**src/pac_pkg.sv**
```systemverilog
// Shared types and constants of the process admission control unit.
// Holds field widths, status codes, register indexes and the controller/datapath
// command and status structs. Depends on nothing.
package pac_pkg;

  localparam int ID_W      = 8;
  localparam int MEM_W     = 10;
  localparam int RUN_W     = 4;
  localparam int STATUS_W  = 3;
  localparam int TDATA_W   = 24;
  localparam int CFG_IDX_W = 1;
  localparam int CFG_W     = 10;
  localparam int ENTRY_W   = ID_W + MEM_W;

  // Reset values of the configuration registers
  localparam logic [RUN_W-1:0] MAX_RUNNING_RST     = RUN_W'(5);
  localparam logic [MEM_W-1:0] MEMORY_CAPACITY_RST = MEM_W'(100);

  // Configuration register indexes
  localparam logic [CFG_IDX_W-1:0] CFG_MAX_RUNNING     = 1'b0;
  localparam logic [CFG_IDX_W-1:0] CFG_MEMORY_CAPACITY = 1'b1;

  // Request kinds carried on the input tuser
  localparam logic OP_CREATE = 1'b0;
  localparam logic OP_KILL   = 1'b1;

  typedef enum logic [STATUS_W-1:0] {
    ST_ADMITTED       = 3'd0,
    ST_QUEUED         = 3'd1,
    ST_REJECTED       = 3'd2,
    ST_KILLED         = 3'd3,
    ST_NOT_FOUND      = 3'd4,
    ST_ADMITTED_QUEUE = 3'd5
  } status_t;

  // Controller to datapath
  typedef struct packed {
    logic take_in;     // latch the request, rewind the slot scan
    logic do_create;   // admit, queue or reject the latched create
    logic scan_step;   // test one running slot against the kill id
    logic head_read;   // read the head of the waiting queue
    logic head_admit;  // move the queue head into a running slot
    logic emit;        // load the pending result into the output register
    logic emit_last;   // tlast of that result
  } pac_cmd_t;

  // Datapath to controller
  typedef struct packed {
    logic scan_hit;    // current slot holds the kill id
    logic scan_last;   // current slot is the last one
    logic head_ok;     // queue not empty and its head can be admitted
    logic out_free;    // output register can take a result this cycle
  } pac_sts_t;

endpackage

```
**src/process_admission_control_unit.sv**
```systemverilog
// Process admission control unit, top level.
// Joins the controller (pac_ctrl) and the datapath (pac_dpath). Depends on pac_pkg.
//
// Use:
//   s_* carries one request: s_tuser is the kind (create or kill), s_tdata holds
//   process_id in bits 7:0 and memory_need in bits 17:8. A create gives one result;
//   a kill gives a killed or not-found result, then one result for each job
//   admitted from the waiting queue. m_tlast marks the final result of a request.
//   cfg_* writes max_running (index 0) or memory_capacity (index 1); always ready,
//   write only while no request is in flight.
// Sequence:
//   One request at a time. A create passes through a decide step to the result
//   register. A kill scans the running slots (one slot per cycle) until a hit or
//   the last slot, then reads and checks the queue head and emits, and repeats
//   admit, read, check and emit for each job drained from the queue, which reads
//   through the queue RAM's registered port.
// Reset: rst clears all slots, memory use and the queue and restores the
//   register reset values. A stalled m_tready holds the result register and
//   the sequence waits in its emit step; the next request is taken once the
//   final result is loaded.
module process_admission_control_unit #(
  parameter int RUN_SLOTS  = 8,
  parameter int WAIT_DEPTH = 16
) (
  input  logic                            clk,
  input  logic                            rst,
  // Configuration write channel
  input  logic                            cfg_valid,
  output logic                            cfg_ready,
  input  logic [pac_pkg::CFG_IDX_W-1:0]   cfg_index,
  input  logic [pac_pkg::CFG_W-1:0]       cfg_data,
  // Request stream
  input  logic                            s_tvalid,
  output logic                            s_tready,
  input  logic [pac_pkg::TDATA_W-1:0]     s_tdata,  // [7:0] process_id, [17:8] memory_need
  input  logic                            s_tuser,  // [0] operation
  // Result stream
  output logic                            m_tvalid,
  input  logic                            m_tready,
  output logic [pac_pkg::TDATA_W-1:0]     m_tdata,  // [7:0] job_id, [17:8] job_memory
  output logic [pac_pkg::STATUS_W-1:0]    m_tuser,  // [2:0] status
  output logic                            m_tlast
);
  import pac_pkg::*;

  pac_cmd_t cmd;
  pac_sts_t sts;

  assign cfg_ready = 1'b1;

  pac_ctrl u_ctrl (
    .clk      (clk),
    .rst      (rst),
    .s_tvalid (s_tvalid),
    .s_tuser  (s_tuser),
    .s_tready (s_tready),
    .sts      (sts),
    .cmd      (cmd)
  );

  pac_dpath #(
    .RUN_SLOTS  (RUN_SLOTS),
    .WAIT_DEPTH (WAIT_DEPTH)
  ) u_dpath (
    .clk       (clk),
    .rst       (rst),
    .cfg_valid (cfg_valid),
    .cfg_index (cfg_index),
    .cfg_data  (cfg_data),
    .s_tdata   (s_tdata),
    .m_tvalid  (m_tvalid),
    .m_tready  (m_tready),
    .m_tdata   (m_tdata),
    .m_tuser   (m_tuser),
    .m_tlast   (m_tlast),
    .cmd       (cmd),
    .sts       (sts)
  );

endmodule

```
**src/pac_ram.sv**
```systemverilog
// Generic single-write, single-read RAM with registered read data.
// Used for the waiting queue. Depends on nothing.
module pac_ram #(
  parameter int WIDTH = 18,
  parameter int DEPTH = 16
) (
  input  logic                     clk,
  input  logic                     we,
  input  logic [$clog2(DEPTH)-1:0] waddr,
  input  logic [WIDTH-1:0]         wdata,
  input  logic                     re,
  input  logic [$clog2(DEPTH)-1:0] raddr,
  output logic [WIDTH-1:0]         rdata
);

  logic [WIDTH-1:0] mem [DEPTH];

  // Write port, then registered read port
  always_ff @(posedge clk) begin
    if (we) begin
      mem[waddr] <= wdata;
    end
    if (re) begin
      rdata <= mem[raddr];
    end
  end

endmodule

```
**src/pac_ctrl.sv**
```systemverilog
// Controller state machine of the process admission control unit.
// Sequences create, kill scan, queue drain and result delivery.
// Depends on pac_pkg.
module pac_ctrl (
  input  logic              clk,
  input  logic              rst,
  input  logic              s_tvalid,
  input  logic              s_tuser,
  output logic              s_tready,
  input  pac_pkg::pac_sts_t sts,
  output pac_pkg::pac_cmd_t cmd
);
  import pac_pkg::*;

  typedef enum logic [2:0] {
    IDLE,
    CREATE,
    SCAN,
    HEAD_RD,
    HEAD_CHK,
    EMIT,
    HEAD_ADM
  } state_t;

  state_t state;
  logic   last_flag;

  assign s_tready = (state == IDLE);

  // Decode commands from the current state
  always_comb begin
    cmd            = '0;
    cmd.take_in    = (state == IDLE) && s_tvalid;
    cmd.do_create  = (state == CREATE);
    cmd.scan_step  = (state == SCAN);
    cmd.head_read  = (state == HEAD_RD);
    cmd.head_admit = (state == HEAD_ADM);
    cmd.emit       = (state == EMIT) && sts.out_free;
    cmd.emit_last  = last_flag;
  end

  // Advance the sequence
  always_ff @(posedge clk) begin
    if (rst) begin
      state     <= IDLE;
      last_flag <= 1'b0;
    end else begin
      case (state)
        IDLE: begin
          if (s_tvalid) begin
            state <= (s_tuser == OP_KILL) ? SCAN : CREATE;
          end
        end
        CREATE: begin
          last_flag <= 1'b1;
          state     <= EMIT;
        end
        SCAN: begin
          if (sts.scan_hit || sts.scan_last) begin
            state <= HEAD_RD;
          end
        end
        HEAD_RD: begin
          state <= HEAD_CHK;
        end
        HEAD_CHK: begin
          last_flag <= !sts.head_ok;
          state     <= EMIT;
        end
        EMIT: begin
          if (sts.out_free) begin
            state <= last_flag ? IDLE : HEAD_ADM;
          end
        end
        HEAD_ADM: begin
          state <= HEAD_RD;
        end
        default: begin
          state <= IDLE;
        end
      endcase
    end
  end

endmodule

```
**src/pac_dpath.sv**
```systemverilog
// Datapath of the process admission control unit: configuration registers,
// running slots, memory accounting, waiting queue and output register.
// Depends on pac_pkg and pac_ram.
module pac_dpath #(
  parameter int RUN_SLOTS  = 8,
  parameter int WAIT_DEPTH = 16
) (
  input  logic                            clk,
  input  logic                            rst,
  input  logic                            cfg_valid,
  input  logic [pac_pkg::CFG_IDX_W-1:0]   cfg_index,
  input  logic [pac_pkg::CFG_W-1:0]       cfg_data,
  input  logic [pac_pkg::TDATA_W-1:0]     s_tdata,
  output logic                            m_tvalid,
  input  logic                            m_tready,
  output logic [pac_pkg::TDATA_W-1:0]     m_tdata,
  output logic [pac_pkg::STATUS_W-1:0]    m_tuser,
  output logic                            m_tlast,
  input  pac_pkg::pac_cmd_t               cmd,
  output pac_pkg::pac_sts_t               sts
);
  import pac_pkg::*;

  localparam int SLOT_W  = (RUN_SLOTS > 1) ? $clog2(RUN_SLOTS) : 1;
  localparam int CNT_W   = $clog2(RUN_SLOTS + 1);
  localparam int WAIT_AW = $clog2(WAIT_DEPTH);
  localparam int WCNT_W  = $clog2(WAIT_DEPTH + 1);

  // Configuration
  logic [RUN_W-1:0] max_running;
  logic [MEM_W-1:0] memory_capacity;

  // Latched request
  logic [ID_W-1:0]  in_id;
  logic [MEM_W-1:0] in_need;

  // Running slots and accounting
  logic [RUN_SLOTS-1:0] slot_valid;
  logic [ID_W-1:0]      running_ids    [RUN_SLOTS];
  logic [MEM_W-1:0]     running_memory [RUN_SLOTS];
  logic [MEM_W-1:0]     used_memory;
  logic [CNT_W-1:0]     running_count;
  logic [SLOT_W-1:0]    scan;

  // Waiting queue
  logic [WAIT_AW-1:0] waiting_head;
  logic [WCNT_W-1:0]  waiting_count;
  logic [ENTRY_W-1:0] head_entry;
  logic [WAIT_AW-1:0] tail;
  logic [WCNT_W:0]    tail_sum;
  logic [WAIT_AW-1:0] head_next;

  // Pending result and output register
  status_t          pend_status;
  logic [ID_W-1:0]  pend_id;
  logic [MEM_W-1:0] pend_mem;
  logic             out_valid;
  status_t          out_status;
  logic [ID_W-1:0]  out_id;
  logic [MEM_W-1:0] out_mem;
  logic             out_last;

  // Admission check shared by create and queue drain
  logic [MEM_W-1:0]  need_sel;
  logic [ID_W-1:0]   head_id;
  logic [MEM_W-1:0]  head_mem;
  logic [MEM_W:0]    mem_sum;
  logic              run_ok;
  logic              fits;
  logic              can_admit;
  logic              fifo_full;
  logic [SLOT_W-1:0] free_slot;
  logic              scan_hit;
  logic              scan_last;
  logic [MEM_W-1:0]  scan_mem;

  assign head_id  = head_entry[MEM_W +: ID_W];
  assign head_mem = head_entry[MEM_W-1:0];
  assign need_sel = cmd.do_create ? in_need : head_mem;
  assign mem_sum  = {1'b0, used_memory} + {1'b0, need_sel};
  assign fits     = mem_sum <= {1'b0, memory_capacity};
  assign run_ok   = (32'(running_count) < 32'(max_running)) &&
                    (32'(running_count) < RUN_SLOTS);
  assign can_admit = run_ok && fits;
  assign fifo_full = (waiting_count == WCNT_W'(WAIT_DEPTH));

  // Lowest free running slot
  always_comb begin
    free_slot = '0;
    for (int i = RUN_SLOTS - 1; i >= 0; i--) begin
      if (!slot_valid[i]) begin
        free_slot = SLOT_W'(i);
      end
    end
  end

  // Queue tail and head advance with wrap at any depth
  assign tail_sum  = (WCNT_W+1)'(waiting_head) + (WCNT_W+1)'(waiting_count);
  assign tail      = (tail_sum >= (WCNT_W+1)'(WAIT_DEPTH)) ?
                     WAIT_AW'(tail_sum - (WCNT_W+1)'(WAIT_DEPTH)) : WAIT_AW'(tail_sum);
  assign head_next = (waiting_head == WAIT_AW'(WAIT_DEPTH - 1)) ?
                     '0 : waiting_head + 1'b1;

  // Kill scan, one slot per cycle
  assign scan_hit  = slot_valid[scan] && (running_ids[scan] == in_id);
  assign scan_last = (scan == SLOT_W'(RUN_SLOTS - 1));
  assign scan_mem  = running_memory[scan];

  always_comb begin
    sts           = '0;
    sts.scan_hit  = scan_hit;
    sts.scan_last = scan_last;
    sts.head_ok   = (waiting_count != '0) && can_admit;
    sts.out_free  = !out_valid || m_tready;
  end

  pac_ram #(
    .WIDTH (ENTRY_W),
    .DEPTH (WAIT_DEPTH)
  ) u_wait_ram (
    .clk   (clk),
    .we    (cmd.do_create && !can_admit && !fifo_full),
    .waddr (tail),
    .wdata ({in_id, in_need}),
    .re    (cmd.head_read),
    .raddr (waiting_head),
    .rdata (head_entry)
  );

  // Configuration writes
  always_ff @(posedge clk) begin
    if (rst) begin
      max_running     <= MAX_RUNNING_RST;
      memory_capacity <= MEMORY_CAPACITY_RST;
    end else if (cfg_valid) begin
      case (cfg_index)
        CFG_MAX_RUNNING:     max_running     <= cfg_data[RUN_W-1:0];
        CFG_MEMORY_CAPACITY: memory_capacity <= cfg_data[MEM_W-1:0];
        default: ;
      endcase
    end
  end

  // Latch the request; the scan is rewound in the block below
  always_ff @(posedge clk) begin
    if (cmd.take_in) begin
      in_id   <= s_tdata[ID_W-1:0];
      in_need <= s_tdata[ID_W +: MEM_W];
    end
  end

  // Slots, accounting, queue pointers and pending result
  always_ff @(posedge clk) begin
    if (rst) begin
      slot_valid    <= '0;
      used_memory   <= '0;
      running_count <= '0;
      waiting_head  <= '0;
      waiting_count <= '0;
      scan          <= '0;
    end else begin
      if (cmd.take_in) begin
        scan <= '0;
      end
      if (cmd.do_create) begin
        pend_id  <= in_id;
        pend_mem <= in_need;
        if (can_admit) begin
          slot_valid[free_slot]     <= 1'b1;
          running_ids[free_slot]    <= in_id;
          running_memory[free_slot] <= in_need;
          used_memory               <= MEM_W'(mem_sum);
          running_count             <= running_count + 1'b1;
          pend_status               <= ST_ADMITTED;
        end else if (!fifo_full) begin
          waiting_count <= waiting_count + 1'b1;
          pend_status   <= ST_QUEUED;
        end else begin
          pend_status <= ST_REJECTED;
        end
      end
      if (cmd.scan_step) begin
        pend_id <= in_id;
        if (scan_hit) begin
          slot_valid[scan] <= 1'b0;
          used_memory      <= (used_memory >= scan_mem) ? used_memory - scan_mem : '0;
          if (running_count != '0) begin
            running_count <= running_count - 1'b1;
          end
          pend_status <= ST_KILLED;
          pend_mem    <= scan_mem;
        end else if (scan_last) begin
          pend_status <= ST_NOT_FOUND;
          pend_mem    <= '0;
        end else begin
          scan <= scan + 1'b1;
        end
      end
      if (cmd.head_admit) begin
        slot_valid[free_slot]     <= 1'b1;
        running_ids[free_slot]    <= head_id;
        running_memory[free_slot] <= head_mem;
        used_memory               <= MEM_W'(mem_sum);
        running_count             <= running_count + 1'b1;
        waiting_head              <= head_next;
        waiting_count             <= waiting_count - 1'b1;
        pend_status               <= ST_ADMITTED_QUEUE;
        pend_id                   <= head_id;
        pend_mem                  <= head_mem;
      end
    end
  end

  // Output register: load on emit, drop when taken
  always_ff @(posedge clk) begin
    if (rst) begin
      out_valid <= 1'b0;
    end else if (cmd.emit) begin
      out_valid <= 1'b1;
    end else if (m_tready) begin
      out_valid <= 1'b0;
    end
  end

  always_ff @(posedge clk) begin
    if (cmd.emit) begin
      out_status <= pend_status;
      out_id     <= pend_id;
      out_mem    <= pend_mem;
      out_last   <= cmd.emit_last;
    end
  end

  assign m_tvalid = out_valid;
  assign m_tuser  = out_status;
  assign m_tdata  = {(TDATA_W - ENTRY_W)'(0), out_mem, out_id};
  assign m_tlast  = out_last;

endmodule

```
**config.mk**
```make
export PLATFORM = sky130hd
export DESIGN_NAME = process_admission_control_unit
export DESIGN_NICKNAME = d
export VERILOG_FILES = /design/src/pac_pkg.sv /design/src/process_admission_control_unit.sv /design/src/pac_ram.sv /design/src/pac_ctrl.sv /design/src/pac_dpath.sv
export SDC_FILE = /design/constraint.sdc
export NUM_CORES = 1
export LEC_CHECK = 0
export ABC_AREA = 1
export BUFFER_PORTS_ARGS = -buffer_cell sky130_fd_sc_hd__buf_2
export CAP_MARGIN = 10
export CORE_MARGIN = 8
export CORE_UTILIZATION = 39
export CTS_BUF_LIST = sky130_fd_sc_hd__clkbuf_4 sky130_fd_sc_hd__clkbuf_8
export CTS_CLUSTER_SIZE = 8
export DETAILED_ROUTE_END_ITERATION = 10
export REMOVE_ABC_BUFFERS = 1
export SETUP_SLACK_MARGIN = 0.3
export SLEW_MARGIN = 30
export SYNTH_ARGS = -nofsm -noshare
export SYNTH_HDL_FRONTEND = slang
export SYNTH_SLANG_ARGS = --single-unit
```
**constraint.sdc**
```tcl
create_clock -name clk -period 13.7 [get_ports clk]
set_input_delay 0.685 -clock clk [delete_from_list [all_inputs] [get_ports clk]]
set_output_delay 0.685 -clock clk [all_outputs]
set_load 0.03 [all_outputs]
```
Word-level counts from Yosys, hierarchy flattened
Memory sizes are Yosys's and may differ from the RTL's. A register that Yosys moved wholly into a read port is not among the register bits.
Index checks and enable logic that the tools add are counted.

word-level totals
  memories kept = 3
  logic and storage cells = 174
  flip-flop bits (word level) = 114
  bits in writable memories = 432
  bits of input ports = 41
  bits in read-only memories = 0
  bits in latches = 0

operators by class
  reduce and logical (&&, ||, !) cells = 29
  multiply operators = 0
  bitwise logic cells = 8
  mux-type cells = 80
  div/mod/pow operators = 0
  equality and inequality tests = 15
  shifts and indexed selects = 0
  add/subtract/negate cells = 10
  magnitude comparators = 9

memory list
  memory                  words  bits a word  rd ports  clocked after memory_dff  write ports  line             text
  u_dpath.u_wait_ram.mem  16     18           1         1                         1            pac_ram.sv:16    logic [WIDTH-1:0] mem [DEPTH];
  u_dpath.running_memory  8      10           1         1                         1            pac_dpath.sv:40  logic [MEM_W-1:0] running_memory [RUN_SLOTS];
  u_dpath.running_ids     8      8            1         1                         1            pac_dpath.sv:39  logic [ID_W-1:0] running_ids [RUN_SLOTS];

operators with widths
  cell                                                                          count
  10-bit two-way mux                                                            13
  8-bit two-way mux                                                             11
  3-bit two-way mux                                                             23
  4-bit two-way mux                                                             8
  5-bit two-way mux                                                             4
  3-bit case mux with 6 select lines                                            1
  8-bit OR                                                                      2
  1-bit two-way mux                                                             14
  3-bit == test, second input constant                                          4
  10-bit by 10-bit adder with 11-bit output                                     1
  11-bit by 10-bit less-or-equal comparator with 1-bit output                   1
  10-bit >= comparator                                                          1
  1-bit logical AND                                                             10
  10-bit subtractor                                                             1
  4-bit by 1-bit adder with 4-bit output, second input constant                 2
  8-bit AND                                                                     1
  8-bit == test                                                                 1
  3-bit by 4-bit less-than comparator with 1-bit output, second input constant  2
  8-bit NOT                                                                     1
  4-bit by 1-bit subtractor with 4-bit output, second input constant            2
  4-bit by 5-bit adder with 6-bit output                                        1
  1-bit demux with 3-bit select                                                 2
  3-bit by 2-bit == test with 1-bit output, second input constant               2
  3-bit by 1-bit >= comparator with 1-bit output, second input constant         2
  other kinds (26)                                                              41

Longest topological paths before layout
Gate-level depths: netlist of run 1.

  depth in word-level cells = 22
  depth in mapped cells = 31
  mapped depth without buffers = 30

Modules after synthesis
Synthesis of run 1 repeated with hierarchy kept, for this count alone.

second synthesis, totals
  cells, all modules = 2,699
  area, all modules = 26,236.4 µm²

modules (own cells, without submodules)
  module                          cells an instance  times used  area an instance (µm²)
  pac_dpath                       1,439              1           12,961.2
  pac_ram                         1,203              1           12,942.4
  pac_ctrl                        55                 1           321.6
  process_admission_control_unit  2                  1           11.3

Least setup slack after synthesis of run 1
No wires, ideal clock.

  kind = flip-flop to flip-flop
  start point = register u_ctrl.state[1]
  end point = memory u_dpath.running_ids[0][0] (enable)
  arrival = 4.775 ns
  stages on the path, launching flop included = 25
  path slack = 8.509 ns
  data required time = 13.284 ns
  buffers on the path = 1
  clock period less this slack = 5.191 ns
  cells stage by stage = dfxtp_1 -> inv_1 -> nand2_1 -> nor2_1 -> clkbuf_1 -> o21ai_0 -> ha_1 -> fa_1 -> a31o_2 -> xor2_1 -> inv_1 -> ha_1 -> a21oi_1 -> nor2_1 -> nor2_1 -> nand2_1 -> nand2_1 -> nand2_1 -> nand2_1 -> nand2_1 -> nand2_1 -> nand3_1 -> nand2_1 -> nand2_1 -> nor3_1

between the ends
  longest elaborated chain between the ends = 10
  elaborated cells on any way between the ends = 14
  those cells by class = 1 x add/sub; 1 x order compare; 2 x eq/ne; 8 x mux; 1 x bitwise; 1 x reduce/logical

RTL lines
  element                                                      line              text
  from (decl)                                                  pac_ctrl.sv:25    state_t state;
  from (signal assigned)                                       pac_ctrl.sv:51    state <= (s_tuser == OP_KILL) ? SCAN : CREATE;
  from (signal assigned)                                       pac_ctrl.sv:72    state <= last_flag ? IDLE : HEAD_ADM;
  3-bit by 1-bit == test with 1-bit output                     pac_ctrl.sv:34    cmd.do_create = (state == CREATE);
  10-bit two-way mux                                           pac_dpath.sv:79   assign need_sel = cmd.do_create ? in_need : head_mem;
  10-bit by 10-bit adder with 11-bit output                    pac_dpath.sv:80   assign mem_sum = {1'b0, used_memory} + {1'b0, need_sel};
  11-bit by 10-bit less-or-equal comparator with 1-bit output  pac_dpath.sv:81   assign fits = mem_sum <= {1'b0, memory_capacity};
  1-bit logical AND                                            pac_dpath.sv:84   assign can_admit = run_ok && fits;
  1-bit two-way mux                                            pac_dpath.sv:168  if (can_admit) begin
  1-bit two-way mux                                            pac_dpath.sv:165  if (cmd.do_create) begin
  1-bit two-way mux                                            pac_dpath.sv:154  if (rst) begin
  1-bit two-way mux (not written as such)                      pac_dpath.sv:170  running_ids[free_slot] <= in_id;
  1-bit OR (no line) *                                         -
  to (decl)                                                    pac_dpath.sv:39

Every way passes the cells marked *; elsewhere a longest branch is shown, timed or not.

Final worst setup path of run 1
  start point = register u_ctrl.state[1]
  end point = memory u_dpath.u_wait_ram.mem[15][0] (enable)

between the ends
  longest elaborated chain between the ends = 10

RTL lines
  element                                                      line              text
  3-bit by 1-bit == test with 1-bit output *                   pac_ctrl.sv:34
  10-bit two-way mux                                           pac_dpath.sv:79
  10-bit by 10-bit adder with 11-bit output                    pac_dpath.sv:80
  11-bit by 10-bit less-or-equal comparator with 1-bit output  pac_dpath.sv:81
  1-bit logical AND                                            pac_dpath.sv:84
  1-bit logical NOT                                            pac_dpath.sv:122  .we (cmd.do_create && !can_admit && !fifo_full),
  1-bit logical AND * (2 in series)                            pac_dpath.sv:122
  1-bit two-way mux *                                          pac_ram.sv:20     if (we) begin
  1-bit two-way mux (not written as such) *                    pac_ram.sv:21     mem[waddr] <= wdata;
  to (decl)                                                    pac_ram.sv:16

Marked as above.

==> results of run 1 <==
critical path, delay by kind of cell, from the launching register on:
| family | cells | cell delay, ns |
|---|---|---|
| AND/OR/NAND/NOR | 19 | 2.72 |
| XOR/XNOR | 1 | 0.34 |
| adder cells (fa/ha/maj) | 2 | 0.59 |
| buffers and inverters | 7 | 1.12 |
| AO/OA/AOI/OAI | 1 | 0.15 |
| flip-flops | 1 | 0.32 |
how the worst max path moves through the flow:
stage	to	cells after the start	start	slack [ns]
finish	u_dpath.u_wait_ram.mem[15][0]$_DFFE_PP_	30	u_ctrl.state[1]$_SDFFE_PP0P_	8.04
global route	u_dpath.u_wait_ram.mem[13][4]$_DFFE_PP_	30	u_ctrl.state[1]$_SDFFE_PP0P_	7.59
CTS	u_dpath.u_wait_ram.mem[15][0]$_DFFE_PP_	30	u_ctrl.state[1]$_SDFFE_PP0P_	7.96
detailed placement	u_dpath.u_wait_ram.mem[15][14]$_DFFE_PP_	30	u_ctrl.state[1]$_SDFFE_PP0P_	8.00
global placement	u_dpath.running_ids[0][0]$_DFFE_PP_	29	u_ctrl.state[1]$_SDFFE_PP0P_	7.79
floorplan	u_dpath.running_ids[0][0]$_DFFE_PP_	26	u_ctrl.state[1]$_SDFFE_PP0P_	7.57
state kept, by name, summed over array words and instances, names as in the netlist, 10 cells and up:
signal	count
u_dpath.running_ids	64
u_dpath.in_need	10
u_dpath.memory_capacity	10
u_dpath.used_memory	10
u_dpath.u_wait_ram.rdata	18
u_dpath.u_wait_ram.mem	288
u_dpath.out_mem	10
u_dpath.running_memory	80
u_dpath.pend_mem	10
cell families (layout without fill, tap and decap cells):
family,after synthesis,in the layout,synth area share
AO/OA/AOI/OAI,438,438,0.104
XOR/XNOR,23,23,0.00827
adder cells (fa/ha/maj),48,48,0.0259
buffers and inverters,265,428,0.0443
flip-flops,564,564,0.673
other,2,8,0.000308
AND/OR/NAND/NOR,865,865,0.144
power by group:
group | internal [mW] | total (mW) | switching (mW) | leakage [nW]
Clock | 0.754 | 1.42 | 0.669 | 0.934
Combinational | 0.410 | 1.38 | 0.974 | 4.19
Sequential | 2.12 | 2.25 | 0.130 | 5.05
area by class of cell:
cell class,count,area share
inverters,162,0.0222
clock inverters,35,0.00688
multi-input cells,1381,0.255
diodes,1,0.0000911
repair buffers,99,0.0219
clock buffers,132,0.0582
flip-flops and latches,564,0.597
well taps,837,0.0381
metal layers:
layer / part of all wire / routed length (um) / global-route usage / vias up
met1: 0.45 / 28100 / 0.235 / 8165
li1: - / - / - / 7993
met2: 0.46 / 29100 / 0.279 / 578
met5: 0 / 0 / 0 / -
met4: 0.028 / 1770 / 0.0686 / 0
met3: 0.062 / 3880 / 0.0277 / 124
per-stage QoR:
stage	hold slack, ns	util	instances	instance area (um^2)	power (mW)
floorplan	0.400	-	2107	23900	3.16
global placement	0.409	0.415	3043	25600	3.62
detailed placement	0.406	0.416	3043	25700	3.65
CTS	0.0860	0.445	3210	27500	5.09
global route	0.108	0.445	3211	27500	5.35
finish	0.149	0.445	3211	27500	5.06
cells in the final DEF (no fill, tap or decap), types with 44 or more instances in the layout:
cell type,synthesis,layout
edfxtp_1,511,511
nand2_1,477,477
o21ai_0,238,228
nor2_1,238,213
inv_1,150,149
clkbuf_8,0,97
nand3_1,94,94
buf_2,11,58
a21oi_1,57,56
o22ai_1,53,53
dfxtp_1,53,50
ha_1,44,44
==> out/results.ini, run 1 <==
[critical_path]
cp_slowest_cell=nor2_4
crit_top_cell=nand2_1
r2r-end=u_dpath.u_wait_ram.mem[15][0]$_DFFE_PP_
worst-setup-path-type=flop to flop
reg2regPathDepth=30
crit_path_max_fanout=26
reg2reg_setup_slack_ns=8.04
cpPeakStageDelay_ns=0.65
arrival_ns=5.96
critPathLaunchType=flop
cp-end-kind=flop
r2r-start=u_ctrl.state[1]$_SDFFE_PP0P_
worstPathRequired_ns=14.00

[outcome]
status=completed

[routing]
route.detailed.drc=0
vias_per_cell=5.25
wl_per_cell_um=19.6
routed_wl_um=62900
dr.pass1.iters=6
drt_iter0_drc=1421
antenna_left=0
vias=16900

[cts]
postCtsHoldBufs=0
cts_buffers=93
htree_levels=3
post_cts_buffers=0
clkTransAtPathRegs_ns=0.06
cts_sinks=564
root_buffer=clkbuf_8
insertion_delay_ns=0.71
cts_resized=0
cts_tree=yes
clockBufferDepth=3

[timing]
max_slew_margin=0.378
hold_viol_final=0
drv_slew=0
fin_ws_ns=8.04
setup_tns_ns=0
finalSetupViolations=0
rsz0062_at_grt=false
fin_crit_ns=5.66
tightest_slew_ns=0.933
timing.fmax_mhz=177
finalCritPeriodShare=0.413
fin_skew_ns=0.0496

[global_route]
grt_max_degree=108
grt_usage=0.174
grt_overflow=0
antenna_found_initial=1
grt_pass1_vias=16500
grt_pass1_wl_um=95600

[power_and_ir_drop]
vdd_drop_max_v=0.0000802
power-per-cell-area_nw_per_um2=184
leakagePower_nw=10.2

[final_layout]
syn2layout_area_growth_pct=12.7
multi_input_area_um2=7010
fill_cells=5757
ff_latch_area_um2=16400
final_nets=2390
drive_gt1_frac=0.123

[floorplanning]
die_h_um=266
io_pins=72
dieArea_um2=70700
design.core.area_um2=61700
die_width_um=266
rows=91
initial_core_util=0.395

[synth]
synth_edf_count=511
ys_ff_latch=564
synth_cell_types=45
syn_area_um2=24400
synth_common_cells=edfxtp_1, nand2_1, nor2_1, o21ai_0, inv_1
yosys_warnings=0
synth_top_cell_area_share=0.630
synthTopCellsByArea=edfxtp_1, nand2_1, o21ai_0
syn_inst=2205
synthArstFlopShare=0
synth.avg_cell_area_um2=11.0
yosysSeqAreaShare=0.673
synth_top_flop_cell=edfxtp_1
synth_top_area_cell=edfxtp_1
yosysMostFrequentCell=edfxtp_1

[hold_path]
hold_depth=1
hp-class=input port to flop
min_from=s_tdata[12]
min_to=u_dpath.in_need[4]$_DFFE_PP_

[placed_design]
gp_congestion=0.843
place_ws_ns=8.00
port_buffers=58
dp_hpwl_um=38500

[flow_run]
max_cap_violations=0

Note: power is estimated with default switching activity, not from simulation.
==> run 2: changes to the inputs <==
--- a/config.mk
+++ b/config.mk
@@ -5,7 +5,7 @@
 export SDC_FILE = /design/constraint.sdc
 export NUM_CORES = 1
 export LEC_CHECK = 0
-export ABC_AREA = 1
+export ABC_AREA = 0
 export BUFFER_PORTS_ARGS = -buffer_cell sky130_fd_sc_hd__buf_2
 export CAP_MARGIN = 10
 export CORE_MARGIN = 8
==> constraint.sdc (replaced) <==
create_clock -name clk -period 4.6 [get_ports clk]
set_input_delay 0.23 -clock clk [delete_from_list [all_inputs] [get_ports clk]]
set_output_delay 0.23 -clock clk [all_outputs]
set_load 0.03 [all_outputs]
==> out/results.ini, run 2 <==
[outcome]
status=completed

[synth]
synthArstFlopShare=0  ; unchanged
synth_top_flop_cell=edfxtp_1
synth_common_cells=edfxtp_1, nand2_1, mux4_2, nor2_1, a21oi_1
ys_ff_latch=564  ; unchanged
syn_inst=1508  ; -32%
synth_top_area_cell=edfxtp_1
syn_area_um2=23800  ; -2.2%
synth_cell_types=75  ; +67%
yosysMostFrequentCell=edfxtp_1
synth_edf_count=511  ; unchanged
yosysSeqAreaShare=0.688  ; +0.0149
synth.avg_cell_area_um2=15.8  ; +43%
synthTopCellsByArea=edfxtp_1, mux4_2, dfxtp_1
synth_top_cell_area_share=0.644  ; +0.0139
yosys_warnings=0  ; unchanged

[critical_path]
r2r-start=u_ctrl.state[0]$_SDFFE_PP0P_
worst-setup-path-type=flop to flop
worstPathRequired_ns=4.99  ; -9.01 ns
critPathLaunchType=flop
reg2reg_setup_slack_ns=0.11  ; -7.93 ns
cpPeakStageDelay_ns=0.38  ; -0.27 ns
crit_chain=nand2b_4, nand2b_4, buf_6, nand2_4, nand2_4, ha_4, a21o_1, a21oi_2, o21ai_2, nor4_4, o41ai_2, a21oi_1, xnor2_1, ha_1, nand4_1, o32ai_2, a31o_2, and4_4, o21ai_4, buf_6, buf_6, nor2b_4, buf_6, buf_16
crit_top_cell=buf_6
reg2regPathDepth=24  ; -20%
arrival_ns=4.87  ; -1.09 ns
crit_path_max_fanout=7  ; -73%
r2r-end=u_dpath.running_ids[6][7]$_DFFE_PP_
cp-end-kind=flop
cp_slowest_cell=dfxtp_1

[hold_path]
hold_depth=2  ; +1
hp-class=input port to flop
min_to=u_dpath.running_count[0]$_SDFF_PP0_
min_from=rst

[timing]
hold_viol_final=0  ; unchanged
setup_tns_ns=0  ; unchanged
fin_skew_ns=0.0310  ; -0.0186 ns
rsz0062_at_grt=true
drv_slew=0  ; unchanged
fin_crit_ns=4.49  ; -1.17 ns
finalCritPeriodShare=0.975  ; +0.562
timing.fmax_mhz=223  ; +26%
finalSetupViolations=0  ; unchanged
fin_ws_ns=0.114  ; -7.93 ns
max_slew_margin=0.421  ; +0.0432
tightest_slew_ns=0.868  ; -0.0648 ns

[global_route]
grt_pass1_vias=14300  ; -13%
antenna_found_initial=1  ; unchanged
use_met2=0.260  ; -0.0187
grt.busiest_layer=met2
grt_overflow=0  ; unchanged
grt_usage=0.163  ; -0.0102
grt_pass1_wl_um=87700  ; -8.3%
grt_max_degree=69  ; -36%
use_met1=0.219  ; -0.0157
grtUsageMet3=0.0323  ; +0.00467

[final_layout]
top_regs=u_dpath.u_wait_ram.mem: 288 flops, u_dpath.running_memory: 80 flops, u_dpath.running_ids: 64 flops
drive_gt1_frac=0.307  ; +0.184
final_cell_count_no_fill=2611  ; -19%
regMostFlops=u_dpath.u_wait_ram.mem
fin_area_um2=29000  ; +5.6%
layout_commonest_cell=edfxtp_1
final_nets=1847  ; -23%
syn2layout_area_growth_pct=21.7
largest_reg_flops=288  ; unchanged
mostFrequentLayoutCells=edfxtp_1, nand2_1, clkbuf_8, mux4_2, buf_4

[cts]
cts_buffers=94  ; +1.1%
insertion_delay_ns=0.68  ; -0.03 ns
htree_levels=3  ; unchanged
clkTransAtPathRegs_ns=0.06  ; about the same
clockBufferDepth=3  ; unchanged
root_buffer=clkbuf_8
cts_tree=yes
cts_sinks=564  ; unchanged

[routing]
wl_per_cell_um=22.5  ; +15%
vias=14100  ; -16%
drt_iter0_drc=1117  ; -21%
antenna_left=0  ; unchanged
route.detailed.drc=0  ; unchanged
routed_wl_um=58700  ; -6.7%
vias_per_cell=5.41  ; +3.1%
dr.pass1.iters=7  ; +1

[placed_design]
placed_cells=2375  ; -22%
place_area_um2=26000  ; +1.1%
place_ws_ns=-0.299  ; -8.30 ns
port_buffers=58  ; unchanged
gp_congestion=0.895  ; +6.2%
dp_hpwl_um=38500  ; about the same

[flow_run]
max_cap_violations=0  ; unchanged

[power_and_ir_drop]
total_power_mw=13.8  ; +170%
vdd_drop_max_v=0.000229  ; +190%
power-per-cell-area_nw_per_um2=475  ; +160%
leakagePower_nw=9.90  ; -2.7%

[floorplanning]
dieArea_um2=69300  ; -2.0%
initial_core_util=0.395  ; about the same
design.core.area_um2=60400  ; -2.2%
io_pins=72  ; unchanged
rows=90  ; -1.1%
die_width_um=263  ; -1.0%
die_h_um=263  ; -1.0%

[run 2: power by group]
group	switching (mW)	internal, mW	total, mW
logic	1.74	1.33	3.06
clock network	1.97	2.44	4.41
registers	0.231	6.06	6.29
[run 2: area by class of cell]
type | count | area (um^2)
Clock buffer | 139 | 1670
Timing Repair Buffer | 231 | 2220
Multi-Input combinational cell | 828 | 7360
Inverter | 39 | 146
Clock inverter | 27 | 214
Sequential cell | 564 | 16400
Tap cell | 782 | 978
Fill cell | 5097 | 31300
Antenna cell | 1 | 2.50
[run 2: repair_timing]
action,CTS,global route
resized for setup,77,13
pin swaps,31,11
buffers inserted,15,6
setup endpoints to repair,461,459
hold buffers,40,0
endpoints found under the hold margin,37,0
gates cloned,5,2
[run 2: worst max-delay path: cells and delay by family, from the launching register on]
family,cells,cell delay [ns]
AOI/OAI and AO/OA,8,1.43
xor gates and xnor gates,1,0.16
adders and majority gates,2,0.61
buffers and inverters,5,0.66
DFF,1,0.38
and+or+nand+nor,8,0.95
[run 2: layer usage]
metal,vias to the layer above,part of all wire
li1,6391,-
met1,7146,0.44
met2,494,0.47
met3,104,0.059
met4,0,0.031
met5,-,0
[run 2: kinds of logic after synthesis]
family                     after synthesis  share of synthesized area
AOI/OAI and AO/OA                      236                     0.0656
xor gates and xnor gates                29                     0.0107
adders and majority gates               48                     0.0265
buffers and inverters                  121                     0.0211
DFF                                    564                      0.688
muxes                                  156                      0.120
other                                    2                   0.000315
and+or+nand+nor                        352                     0.0672
[run 2: metrics by stage]
| stage | hold WS [ns] | utilization |
|---|---|---|
| global placement | 0.407 | 0.429 |
| finish | 0.153 | 0.481 |
| detailed placement | 0.405 | 0.430 |
| floorplan | 0.299 | - |
| global route | 0.135 | 0.481 |
| CTS | 0.0846 | 0.478 |
[run 2: how the worst max path moves through the flow]
stage	cells after the start	to	startpoint
final	24	u_dpath.running_ids[6][7]$_DFFE_PP_	u_ctrl.state[0]$_SDFFE_PP0P_
after global routing	23	u_dpath.running_ids[6][7]$_DFFE_PP_	u_ctrl.state[1]$_SDFFE_PP0P_
after CTS	24	u_dpath.running_ids[6][4]$_DFFE_PP_	u_ctrl.state[1]$_SDFFE_PP0P_
after detailed placement	21	u_dpath.running_ids[1][7]$_DFFE_PP_	u_ctrl.state[1]$_SDFFE_PP0P_
after global placement	21	u_dpath.running_ids[1][5]$_DFFE_PP_	u_ctrl.state[1]$_SDFFE_PP0P_
after floorplan	19	u_dpath.running_ids[5][0]$_DFFE_PP_	u_ctrl.state[0]$_SDFFE_PP0P_
